<file path="config.mk">
export PLATFORM = sky130hd
export DESIGN_NAME = sum_checked_frame_deframer_unit
export DESIGN_NICKNAME = d
export VERILOG_FILES = /design/src/hw/rtl/sfd_pkg.sv /design/src/hw/rtl/sum_checked_frame_deframer_unit.sv /design/src/hw/rtl/sfd_parse.sv /design/src/hw/rtl/sfd_skid.sv
export SDC_FILE = /design/constraint.sdc
export NUM_CORES = 1
export LEC_CHECK = 0
export BUFFER_PORTS_ARGS = -buffer_cell sky130_fd_sc_hd__buf_2
export CORE_MARGIN = 3
export CORE_UTILIZATION = 59
export CTS_CLUSTER_DIAMETER = 40
export DETAILED_ROUTE_END_ITERATION = 10
export PLACE_DENSITY = 0.87
export SYNTH_ARGS = -nofsm -noshare
export SYNTH_HDL_FRONTEND = slang
export SYNTH_SLANG_ARGS = --single-unit
</file>
<file path="constraint.sdc">
create_clock -name clock -period 4.4 [get_ports clock]
set_input_delay 0 -clock clock [delete_from_list [all_inputs] [get_ports clock]]
set_output_delay 0 -clock clock [all_outputs]
set_load 0.01 [all_outputs]
</file>
<file path="src/hw/rtl/sfd_pkg.sv">
// Shared types and constants for the sum-checked frame deframer.
package sfd_pkg;

   // Frame overhead: two header bytes, the length byte and the checksum byte
   localparam logic [7:0] FRAME_OVERHEAD = 8'd4;

   // Reset values of the header registers
   localparam logic [7:0] HEADER_FIRST_RESET  = 8'hAA;
   localparam logic [7:0] HEADER_SECOND_RESET = 8'h55;

   // Configuration register indexes
   localparam int unsigned CSR_INDEX_WIDTH = 8;
   localparam logic [CSR_INDEX_WIDTH-1:0] CSR_HEADER_FIRST  = 8'd0;
   localparam logic [CSR_INDEX_WIDTH-1:0] CSR_HEADER_SECOND = 8'd1;

   // Parser phases, one-hot
   typedef enum logic [4:0] {
      PH_HUNT = 5'b00001,
      PH_HDR2 = 5'b00010,
      PH_LEN  = 5'b00100,
      PH_DATA = 5'b01000,
      PH_SUM  = 5'b10000
   } phase_type;

   // Input word
   typedef struct packed {
      logic [7:0] rx_byte;
      logic       burst_end;
   } req_word_type;

   // Result word
   typedef struct packed {
      logic [7:0] payload_byte;
      logic       payload_valid;
      logic       frame_done;
      logic       frame_good;
      logic [7:0] payload_count;
   } rsp_word_type;

   // Result word handed from the parser to the output buffer
   typedef struct packed {
      logic         push;
      rsp_word_type word;
   } push_type;

endpackage

</file>
<file path="src/hw/rtl/sum_checked_frame_deframer_unit.sv">
// Top level of the sum-checked frame deframer.
//
//  channel | direction | handshake            | word
//  --------+-----------+----------------------+--------------------------------
//  req     | in        | req_valid/req_ready  | rx_byte, burst_end
//  rsp     | out       | rsp_valid/rsp_ready  | payload byte, frame done/good, count
//  csr     | in        | csr_valid/csr_ready  | csr_index, csr_wdata
//
// One word per cycle while the output buffer has space: the parser state
// machine works each byte in the cycle it is accepted and its result is
// registered in a two-entry output buffer. req_ready drops only while both
// buffer entries hold unread results. Synchronous reset returns the parser to
// header hunt, empties the buffer and loads the headers 0xAA and 0x55.
// csr_ready is always high.
module sum_checked_frame_deframer_unit import sfd_pkg::*; (
   input  logic                       clock,
   input  logic                       reset,
   input  logic                       req_valid,
   output logic                       req_ready,
   input  req_word_type               req_word,
   output logic                       rsp_valid,
   input  logic                       rsp_ready,
   output rsp_word_type               rsp_word,
   input  logic                       csr_valid,
   output logic                       csr_ready,
   input  logic [CSR_INDEX_WIDTH-1:0] csr_index,
   input  logic [7:0]                 csr_wdata
);

   logic [7:0] header_first_ff;
   logic [7:0] header_second_ff;
   logic       space;
   logic       take;
   push_type   result;

   assign csr_ready = 1'b1;
   assign req_ready = space;
   assign take      = req_valid && space;

   // Header registers
   always_ff @(posedge clock) begin
      if (reset) begin
         header_first_ff  <= HEADER_FIRST_RESET;
         header_second_ff <= HEADER_SECOND_RESET;
      end else if (csr_valid) begin
         case (csr_index)
            CSR_HEADER_FIRST:  header_first_ff  <= csr_wdata;
            CSR_HEADER_SECOND: header_second_ff <= csr_wdata;
            default: ;
         endcase
      end
   end

   sfd_parse u_parse (
      .clock         (clock),
      .reset         (reset),
      .take          (take),
      .req_word      (req_word),
      .header_first  (header_first_ff),
      .header_second (header_second_ff),
      .result        (result)
   );

   sfd_skid u_skid (
      .clock     (clock),
      .reset     (reset),
      .result    (result),
      .space     (space),
      .rsp_valid (rsp_valid),
      .rsp_ready (rsp_ready),
      .rsp_word  (rsp_word)
   );

endmodule

</file>
<file path="src/hw/rtl/sfd_parse.sv">
// Frame parser: header hunt, length, payload and checksum tracking.
module sfd_parse import sfd_pkg::*; (
   input  logic         clock,
   input  logic         reset,
   input  logic         take,
   input  req_word_type req_word,
   input  logic [7:0]   header_first,
   input  logic [7:0]   header_second,
   output push_type     result
);

   phase_type  phase_ff, phase_in;
   logic [7:0] length_ff, length_in;
   logic [7:0] seen_ff, seen_in;
   logic [7:0] sum_ff, sum_in;

   logic [7:0] rx;
   logic       pv, done, good;
   logic [7:0] count;

   assign rx = req_word.rx_byte;

   // Next state and result for the word on the input
   always_comb begin
      phase_in  = phase_ff;
      length_in = length_ff;
      seen_in   = seen_ff;
      sum_in    = sum_ff;
      pv        = 1'b0;
      done      = 1'b0;
      good      = 1'b0;
      count     = 8'd0;

      case (phase_ff)
         PH_HDR2: begin
            if (rx == header_second) begin
               sum_in   = sum_ff + rx;
               phase_in = PH_LEN;
            end else if (rx == header_first) begin
               // repeated first header byte restarts the match
               sum_in = rx;
            end else begin
               phase_in = PH_HUNT;
            end
         end
         PH_LEN: begin
            length_in = rx;
            sum_in    = sum_ff + rx;
            seen_in   = 8'd0;
            if (rx < FRAME_OVERHEAD) begin
               done     = 1'b1;
               phase_in = PH_HUNT;
            end else if (rx == FRAME_OVERHEAD) begin
               phase_in = PH_SUM;
            end else begin
               phase_in = PH_DATA;
            end
         end
         PH_DATA: begin
            pv      = 1'b1;
            sum_in  = sum_ff + rx;
            seen_in = seen_ff + 8'd1;
            if (seen_in == length_ff - FRAME_OVERHEAD) begin
               phase_in = PH_SUM;
            end
         end
         PH_SUM: begin
            done     = 1'b1;
            good     = (rx == sum_ff);
            count    = seen_ff;
            phase_in = PH_HUNT;
         end
         default: begin
            if (rx == header_first) begin
               sum_in   = rx;
               phase_in = PH_HDR2;
            end else begin
               phase_in = PH_HUNT;
            end
         end
      endcase

      // burst end drops any frame open past its header
      if (req_word.burst_end) begin
         if (phase_in inside {PH_LEN, PH_DATA, PH_SUM}) begin
            done  = 1'b1;
            good  = 1'b0;
            count = seen_in;
         end
         phase_in = PH_HUNT;
      end
   end

   assign result.push               = take && (pv || done);
   assign result.word.payload_byte  = pv ? rx : 8'd0;
   assign result.word.payload_valid = pv;
   assign result.word.frame_done    = done;
   assign result.word.frame_good    = good;
   assign result.word.payload_count = count;

   // State registers, advanced on each accepted word
   always_ff @(posedge clock) begin
      if (reset) begin
         phase_ff  <= PH_HUNT;
         length_ff <= 8'd0;
         seen_ff   <= 8'd0;
         sum_ff    <= 8'd0;
      end else if (take) begin
         phase_ff  <= phase_in;
         length_ff <= length_in;
         seen_ff   <= seen_in;
         sum_ff    <= sum_in;
      end
   end

endmodule

</file>
<file path="src/hw/rtl/sfd_skid.sv">
// Two-entry result buffer between the parser and the result channel.
module sfd_skid import sfd_pkg::*; (
   input  logic         clock,
   input  logic         reset,
   input  push_type     result,
   output logic         space,
   output logic         rsp_valid,
   input  logic         rsp_ready,
   output rsp_word_type rsp_word
);

   rsp_word_type slot_ff [2];
   logic         wr_ptr_ff, wr_ptr_in;
   logic         rd_ptr_ff, rd_ptr_in;
   logic [1:0]   count_ff, count_in;
   logic         pop;

   assign space     = (count_ff != 2'd2);
   assign rsp_valid = (count_ff != 2'd0);
   assign rsp_word  = slot_ff[rd_ptr_ff];
   assign pop       = rsp_valid && rsp_ready;

   // Pointer and fill bookkeeping
   always_comb begin
      wr_ptr_in = result.push ? ~wr_ptr_ff : wr_ptr_ff;
      rd_ptr_in = pop ? ~rd_ptr_ff : rd_ptr_ff;
      count_in  = count_ff + {1'b0, result.push} - {1'b0, pop};
   end

   always_ff @(posedge clock) begin
      if (reset) begin
         wr_ptr_ff <= 1'b0;
         rd_ptr_ff <= 1'b0;
         count_ff  <= 2'd0;
      end else begin
         wr_ptr_ff <= wr_ptr_in;
         rd_ptr_ff <= rd_ptr_in;
         count_ff  <= count_in;
      end
   end

   // Result storage
   always_ff @(posedge clock) begin
      if (result.push) begin
         slot_ff[wr_ptr_ff] <= result.word;
      end
   end

endmodule

</file>
==> metrics, run 1 <==
FF-to-FF path depth 6; most frequent cell after synthesis nor2_1; Seq cells post-synth a little under 90; max incr delay on CP about 720 ps; Post-Synthesis Cell Area between 4000 and 5000 µm²; Inserted Clock Buffers 9; sequential area share after synthesis 0.451; final wirelength around 10 mm; Core Rows 32; maximum root-to-sink buffer count 2; filler instances between 600 and 700; Worst Hold Endpoint u_parse.length_ff[5]; antenna viol nets, final 0; Crit. End Element flip-flop; top cells by area, synth edfxtp_1 24%, dfxtp_1 21%, xnor2_1 6.5%, mux2_2 5.0%, nor2_1 4.7%; CTS Root Cell clkbuf_8; Max H-tree Level 3; ys async rst share 0; pwr/cell area 308 nW/µm²; first-pass GRT wire length approximately 17 mm; CTS tree yes; Hold-fix buffers, CTS 8; Synth Flop Type dfxtp_1; Distinct cells, synth between 60 and 70; clk slew on worst S/H paths around 90 ps; RSZ-0062 raised after global routing false; ant diodes 0; Initial Utilization 0.611; VDD IR max roughly 0.26 mV; CP arrival 3120 ps; Max Clock Skew roughly 17 ps; CP required about 4400 ps; Least-Margin Pin Slew roughly 1100 ps; leakage power between 2 and 2.5 nW; latest clock arrival within the worst-skew pair around 360 ps; share of post-route cells with drive strength above 1 0.204; final hold violation count 0; area grow syn2layout 11.2%; postcts setup bufs 0; final cycle utilization of the critical path 0.715; largest net degree at the start of global routing 55; Mapped Avg Cell Area 9.87 µm²; Via density approximately 5.9; setup violators final 0; global placer's final weighted congestion 0.911; Crit Path Class reg2reg; vias in the first global route approximately 3600; syn_nets about 520; Total GRT Usage 0.240; Bufs and invs on worst path 1; post-synth top area share 0.240; drt pass-1 iters 5; Ys Warns 0; wire length per cell roughly 17 µm; setup_tns 0 ps; worst-path fanout max 19; die area around 9200 µm²; area leader, netlist edfxtp_1; worst min path class in2reg; # port buffers 50; post-layout min period ~3100 ps; num ports between 50 and 60; Die W around 96 µm; Rel. slew slack 0.299; nets roughly 570; fmax about 320 MHz; Post-route DRC 0; RR Startpoint u_parse.phase_ff[3]; Via Count 3725; initial antenna violation count 0; CP Launch Type flip-flop; core area about 8000 µm²; post-CTS sizing 0; maxcap violations 0; CP max-delay cell and2_1; critical-path cell list nor2b_1, nand2_1, inv_2, o31ai_1, nor2_2, and2_1; GRT Residual Overflow 0; Fin Hold WS 58.3 ps; number of enable flip-flop cells after synthesis 38; worst reg-to-reg setup slack about 1300 ps; hpwl dp around 7.3 mm; hold path start req_word[6]; hold path cells 3; Crit path max-delay family simple AND/OR/NAND/NOR gates; status completed; reg-to-reg endpoint u_skid.slot_ff[1][16]; most common library cells after synthesis 59 x nor2_1, 50 x dfxtp_1, 38 x edfxtp_1, 35 x xnor2_1, 32 x nand2_1; 1st-iter DRT viols about 370; cells after synthesis 481; clock sink count 88; Slew Limit Fails 0; Die Y-Extent between 90 and 100 µm
==> layout by cell type (no fill, tap or decap), types with 3 or more instances in the layout <==
master         Yosys  routed
nor2_1            59      59
edfxtp_1          38      38
nor2b_1           10      10
xor2_1             9       9
and2_1             3       3
a211oi_1           6       6
clkbuf_8           1       9
nor4_1             7       7
mux2i_1           16      16
dlygate4sd3_1      0       8
a211o_1            8       8
buf_2              1      50
or3_1              4       4
a22oi_1            3       3
a21oi_1           16      16
nand2_1           32      32
xnor2_1           35      35
nand2b_1           3       3
nand4b_1           5       5
a311oi_1           3       3
ha_1              11      11
nor3_1            16      15
inv_1             13      13
mux2_2            21      21
and3_1            10      10
o21ai_0           18      18
nand3_1           11      11
dfxtp_1           50      50
nand4_1            6       6
==> registers in the layout, summed over array words and instances (netlist names), named ones only <==
signal	flops
u_parse.phase_ff	5
u_parse.sum_ff	8
u_skid.count_ff	2
u_parse.length_ff	8
u_skid.slot_ff	38
u_parse.seen_ff	8
u_skid.rd_ptr_ff	1
u_skid.wr_ptr_ff	1
header_first_ff	8
header_second_ff	8
==> through the flow <==
stage	total power [mW]	worst slack, ps	area (µm²)	utilization	cells
floorplan	0.999	1180	4750	-	481
global placement	1.06	1510	5000	0.644	607
detailed placement	1.07	1310	5000	0.644	607
CTS	1.63	1310	5280	0.680	631
global route	1.69	927	5280	0.680	631
finish	1.62	1260	5280	0.680	631
==> final cells by class <==
class | count | area, µm² | share of cell area
Inverter | 14 | 52.6 | 0.00995
Clock buffer | 9 | 124 | 0.0235
Sequential cell | 88 | 2140 | 0.406
Clock inverter | 7 | 77.6 | 0.0147
Tap cell | 102 | 128 | 0.0242
Timing Repair Buffer | 60 | 345 | 0.0654
Multi-Input combinational cell | 351 | 2410 | 0.457
==> power breakdown <==
group,internal [mW],switching (mW)
clock network,0.269,0.303
logic,0.0881,0.101
registers,0.850,0.0133
total,1.21,0.418
==> kinds of logic (layout without fill, tap and decap cells) <==
logic type,Yosys count,count (layout),synth area share
flops,88,88,0.451
xor+xnor,44,44,0.0811
fa+ha+maj,12,12,0.0332
buf+inv,42,90,0.0421
compound gates,80,80,0.122
other cells,1,1,0.000790
mux,37,37,0.0835
simple gates,177,177,0.186
==> worst reg2reg max path, stage by stage, from the launching register on <==
cell     delay (ps)
dfxtp_1         470
nor2b_1         550
nand2_1         440
inv_2           270
o31ai_1         140
nor2_2          180
and2_1          720
==> worst max-delay path by stage <==
stage | cells after the start | start | endpoint | slack, ps
after global placement | 6 | u_parse.phase_ff[3] | u_skid.slot_ff[1][4] | 1510
after detailed placement | 6 | u_parse.phase_ff[3] | u_skid.slot_ff[1][1] | 1310
final | 6 | u_parse.phase_ff[3] | u_skid.slot_ff[1][16] | 1260
after global routing | 6 | u_parse.phase_ff[3] | u_skid.slot_ff[1][16] | 930
after CTS | 6 | u_parse.phase_ff[3] | u_skid.slot_ff[1][16] | 1310
after floorplan | 5 | u_parse.phase_ff[4] | u_skid.slot_ff[0][0] | 1180
==> routing by layer <==
metal / track usage / up-vias / share of wire
met5: 0 / - / 0
met1: 0.336 / 1716 / 0.43
met4: 0.0735 / 0 / 0.013
li1: - / 1803 / -
met2: 0.375 / 189 / 0.48
met3: 0.0493 / 17 / 0.082
No activity file was read; power rests on OpenSTA's default activity.
==> inputs of run 2 (changes only) <==
==> constraint.sdc (replaced) <==
create_clock -name clock -period 3.2 [get_ports clock]
set_input_delay 0 -clock clock [delete_from_list [all_inputs] [get_ports clock]]
set_output_delay 0 -clock clock [all_outputs]
set_load 0.01 [all_outputs]
==> run 2 against run 1 <==
  * Worst hold slack lost 2.4 ps
  * Via count is 0.13% higher
  * Clock-buffer cell count did not move
  * Flip-flop and latch count unchanged
  * Clock power is 32% higher
  * Total power grew 35%
  * Final cell count up 0.48%
  * Routed wire length is 3.1% lower
  * Final area up 0.31%
  * Global-route usage shrank 0.66 points
  * First-iteration DRC count shrank 22%
==> metrics, run 2 (synthesis results as in run 1) <==
CP arrival between 2000 and 3000 ps; antenna viol nets, final 0; drt pass-1 iters 5; Cell Area, Placed between 5000 and 6000 µm²; Cell Count, Final, Fillers Out approximately 630; dpl cells roughly 600; worst-path fanout max 19; Total GRT Usage 0.233; worst min path class in2reg; area grow syn2layout 11.5%; first-pass GRT wire length between 15 and 20 mm; 1st-iter DRT viols roughly 290; Rel. slew slack 0.326; CTS tree yes; Slew Limit Fails 0; Design Area, Final between 5000 and 6000 µm²; Via Count between 3000 and 4000; RSZ-0062 raised after global routing false; Fin Hold WS 55.9 ps; maxcap violations 0; initial antenna violation count 0; num ports 52; wire length per cell about 16 µm; Inserted Clock Buffers 9; pwr/cell area 415 nW/µm²; leakage power between 2 and 2.5 nW; Crit path max-delay family simple AND/OR/NAND/NOR gates; postcts setup bufs 0; Bufs and invs on worst path 1; status completed; Largest register FFs 38; most frequent cells in the layout 59 x nor2_1, 50 x dfxtp_1, 50 x buf_2; ant diodes 0; Post-route DRC 0; FF-to-FF path depth 7; max incr delay on CP ~600 ps; Crit Path Class reg2reg; Least-Margin Pin Slew 1010 ps; CP max-delay cell or4_4; Via density between 5 and 6; Core Rows 32; CP required around 3300 ps; commonest non-fill, non-tap cell in the layout nor2_1; hold path start req_word[1]; Initial Utilization 0.611; die area about 9000 µm²; VDD IR max roughly 0.25 mV; clk slew on worst S/H paths 100 ps; CP Launch Type flip-flop; Power Total roughly 2.2 mW; CTS Root Cell clkbuf_8; fmax approximately 390 MHz; RR Startpoint u_parse.phase_ff[4]; latest clock arrival within the worst-skew pair between 300 and 400 ps; final hold violation count 0; post-layout min period roughly 2600 ps; setup_tns 0 ps; Die Y-Extent 95.7 µm; nets about 570; Max Clock Skew about 12 ps; setup violators final 0; Max H-tree Level 3; largest net degree at the start of global routing 55; hold path cells 3; worst reg-to-reg setup slack 640 ps; Die W 95.7 µm; critical-path cell list nor4_2, nand4_1, or4_4, and2_2, nor2_2, and2_1, buf_4; maximum root-to-sink buffer count 2; clock sink count 88; WP depth 7; final wirelength approximately 10 mm; share of post-route cells with drive strength above 1 0.211; vias in the first global route between 3000 and 4000; final cycle utilization of the critical path 0.799; GRT Residual Overflow 0; Worst Hold Endpoint u_parse.length_ff[0]; Crit. End Element flip-flop; hpwl dp 7.15 mm; reg-to-reg endpoint u_skid.slot_ff[1][16]; global placer's final weighted congestion 0.922; core area 7770 µm²; # port buffers 50; Biggest register u_skid.slot_ff
==> run 2: worst max-delay path by stage <==
stage / startpoint / slack, ps / to
after floorplan: u_parse.phase_ff[4] / 560 / u_skid.slot_ff[0][0]
after global placement: u_parse.phase_ff[4] / 700 / u_skid.slot_ff[1][3]
after detailed placement: u_parse.phase_ff[4] / 660 / u_skid.slot_ff[1][7]
after CTS: u_parse.phase_ff[4] / 650 / u_skid.slot_ff[1][16]
after global routing: u_parse.phase_ff[4] / 500 / u_skid.slot_ff[1][10]
final: u_parse.phase_ff[4] / 640 / u_skid.slot_ff[1][16]
==> run 2: power by group <==
part	switching [mW]	total, mW	internal (mW)	leakage, nW
sequential	0.0180	1.19	1.17	0.755
combinational	0.137	0.259	0.123	1.20
clock	0.445	0.753	0.308	0.101
==> run 2: stage by stage <==
stage	worst slack, ps	util
after floorplan	557	-
after global placement	696	0.647
after detailed placement	664	0.647
after CTS	649	0.682
after global routing	497	0.682
final	642	0.682
==> run 2: final cells by class <==
cell class | instances | area (µm²)
flip-flops and latches | 88 | 2140
clock buffers | 9 | 124
repair buffers | 63 | 368
fillers | 593 | 2470
well taps | 102 | 128
clock inverters | 7 | 71.3
inverters | 14 | 52.6
multi-input cells | 351 | 2410
==> run 2: worst register-to-register path: cells and delay by family (launching register included) <==
family | cells | cell delay, ps
buffers and inverters | 1 | 250
DFF | 1 | 380
and+or+nand+nor | 6 | 1630
==> run 2: layer usage <==
metal  vias to the layer above  part of all wire  global-route usage
met5                         -                 0                   0
met4                         0             0.012              0.0723
met3                        15             0.065              0.0493
met2                       143              0.47               0.373
met1                      1764              0.45               0.318
li1                       1808                 -                   -
==> run 2: what timing repair did <==
item,4_1_cts,5_1_grt
gates resized for setup,0,0
hold buffers,8,0
hold endpoints to repair,15,0
==> inputs of run 3 (changes only) <==
--- a/config.mk
+++ b/config.mk
@@ -5,6 +5,7 @@
 export SDC_FILE = /design/constraint.sdc
 export NUM_CORES = 1
 export LEC_CHECK = 0
+export ABC_AREA = 1
 export BUFFER_PORTS_ARGS = -buffer_cell sky130_fd_sc_hd__buf_2
 export CORE_MARGIN = 3
 export CORE_UTILIZATION = 59
==> constraint.sdc (replaced) <==
create_clock -name clock -period 2.6 [get_ports clock]
set_input_delay 0 -clock clock [delete_from_list [all_inputs] [get_ports clock]]
set_output_delay 0 -clock clock [all_outputs]
set_load 0.01 [all_outputs]
==> run 3 against run 2 <==
  * Flip-flop and latch count unchanged
  * Clock-buffer cell count increased by 2
  * First-iteration DRC count decreased by 18%
==> metrics, run 3 <==
Cell Count, Final, Fillers Out around 730; worst-path fanout max 10; RR Startpoint u_parse.phase_ff[0]; most frequent cell after synthesis nand2_1; clk slew on worst S/H paths about 90 ps; share of post-route cells with drive strength above 1 0.191; critical-path cell list nor2_2, nand4_1, nand2_2, nor2_4, nand2_4, nor2_4, nor2_4, nand3_4, nand3_2, nand2_1, inv_1, ha_1, xor2_1, o21ai_0, a21oi_1; dpl cells 700; wire length per cell between 10 and 15 µm; first-pass GRT wire length between 15 and 20 mm; Fin Hold WS around 33 ps; met3 usage 0.0466; CTS tree yes; CP Launch Type flip-flop; area grow syn2layout 13.5%; Least-Margin Pin Slew roughly 960 ps; setup_tns 0 ps; Total GRT Usage 0.256; Via Count ~4100; CP max-delay cell dfxtp_1; Mapped Avg Cell Area 8.33 µm²; Die W 95.0 µm; Core Rows 31; status completed; post-synth top area share 0.244; vias in the first global route 3896; Largest register FFs 38; initial antenna violation count 0; GRT Residual Overflow 0; CP most frequent cell nor2_4; CP arrival about 2700 ps; Via density 5.59; nets ~670; global placer's final weighted congestion between 0.9 and 1; hold path start req_word[4]; most frequent cells in the layout 106 x nand2_1, 77 x inv_1, 50 x dfxtp_1, 50 x buf_2, 42 x nor2_1; core area between 7000 and 8000 µm²; area leader, netlist edfxtp_1; max incr delay on CP approximately 350 ps; Biggest register u_skid.slot_ff; Inserted Clock Buffers 9; Power Total around 2.7 mW; Seq cells post-synth 88; maxcap violations 0; Synth Flop Type dfxtp_1; cells after synthesis approximately 560; final cycle utilization of the critical path 0.917; clock sink count 88; Distinct cells, synth slightly above 40; sequential area share after synthesis 0.458; layer with the highest usage met2; # port buffers 50; syn_nets roughly 600; top cells by area, synth edfxtp_1 24%, dfxtp_1 21%, nand2_1 8.5%, inv_1 6.2%, mux2_2 4.6%; die area roughly 9000 µm²; Die Y-Extent approximately 95 µm; Cell Area, Placed 5010 µm²; Rel. slew slack 0.358; CP Launch Point u_parse.phase_ff[0]; leakage power between 2 and 2.5 nW; RSZ-0062 raised after global routing false; number of enable flip-flop cells after synthesis 38; Crit Path Class reg2reg; CP required just under 3000 ps; ant diodes 0; postcts setup bufs 0; commonest non-fill, non-tap cell in the layout nand2_1; Design Area, Final 5310 µm²; pwr/cell area between 500 and 600 nW/µm²; final wirelength 10.7 mm; fmax 419 MHz; Crit path max-delay family simple AND/OR/NAND/NOR gates; 1st-iter DRT viols ~240; maximum root-to-sink buffer count 2; worst min path class in2reg; largest net degree at the start of global routing 32; most common library cells after synthesis 106 x nand2_1, 77 x inv_1, 50 x dfxtp_1, 43 x nor2_1, 41 x a21oi_1; ys async rst share 0; CTS Root Cell clkbuf_8; Post-route DRC 0; hpwl dp 7.69 mm; drt pass-1 iters 7; Max H-tree Level 3; global routing usage on met2 0.462; Max Clock Skew 12.4 ps; setup violators final 0; Crit. End Element flip-flop; Bufs and invs on worst path 1; Slew Limit Fails 0; post-layout min period 2380 ps; Ys Warns 0; final hold violation count 0; Initial Utilization 0.624; latest clock arrival within the worst-skew pair roughly 370 ps; VDD IR max 0.262 mV; GR Util met1 0.296; num ports between 50 and 60; Post-Synthesis Cell Area 4670 µm²; antenna viol nets, final 0
==> run 3: cell types whose count changed in the layout (fill, tap and decap cells not counted), sizes merged, moves of 10 or more <==
cell / before / now
xnor2: 35 / 9
mux2i: 16 / 0
a21oi: 17 / 41
nand2: 32 / 109
inv: 18 / 87
o211ai: 2 / 12
and3: 11 / 0
nor2b: 10 / 0
o22ai: 2 / 16
nand3: 11 / 21
o21ai: 20 / 40
==> run 3: worst register-to-register path: cells and delay by family, from the launching register on <==
kind            cells  cell delay (ps)
fa+ha+maj           1              150
buf+inv             1               60
compound gates      2              260
xor+xnor            1              180
flops               1              350
simple gates       10             1310
==> run 3: repair_timing <==
item	CTS	global route
hold endpoints to repair	20	0
hold buffers	11	0
resized for setup	0	0
==> run 3: path summary, 6_finish.rpt <==
kind                                to  slack, ps  cells past startpoint
setup / recovery    u_skid.count_ff[1]        220                     15
hold / removal    u_parse.length_ff[3]         30                      3
setup reg to reg    u_skid.count_ff[1]        220                     15
hold reg to reg              flip-flop        470                      1
==> run 3: power by group <==
part,switching (mW),internal (mW)
logic,0.210,0.145
clock network,0.486,0.380
registers,0.0374,1.46
total,0.733,1.98
==> run 3: layer usage <==
metal	part of all wire	vias to the layer above
li1	-	1998
met1	0.40	1868
met2	0.50	166
met3	0.066	32
met4	0.025	0
met5	0	-
==> run 3: area by class of cell <==
class | count | area (µm²)
well taps | 99 | 124
clock buffers | 11 | 141
multi-input cells | 371 | 2130
inverters | 87 | 332
repair buffers | 66 | 398
fillers | 559 | 2180
flip-flops and latches | 88 | 2140
clock inverters | 5 | 38.8
==> run 3: cell families (layout without fill, tap and decap cells) <==
kind of cell | Yosys count | count (layout) | share of synthesized area
compound gates | 114 | 114 | 0.136
xor+xnor | 20 | 20 | 0.0375
fa+ha+maj | 12 | 12 | 0.0337
buf+inv | 102 | 169 | 0.0867
flops | 88 | 88 | 0.458
mux | 19 | 19 | 0.0458
other cells | 1 | 1 | 0.000802
simple gates | 205 | 205 | 0.201
==> run 3: stage by stage <==
| stage | utilization | worst slack [ps] |
|---|---|---|
| floorplan | - | 265 |
| global placement | 0.670 | 351 |
| detailed placement | 0.670 | 226 |
| CTS | 0.709 | 214 |
| global route | 0.709 | 52.6 |
| finish | 0.709 | 215 |
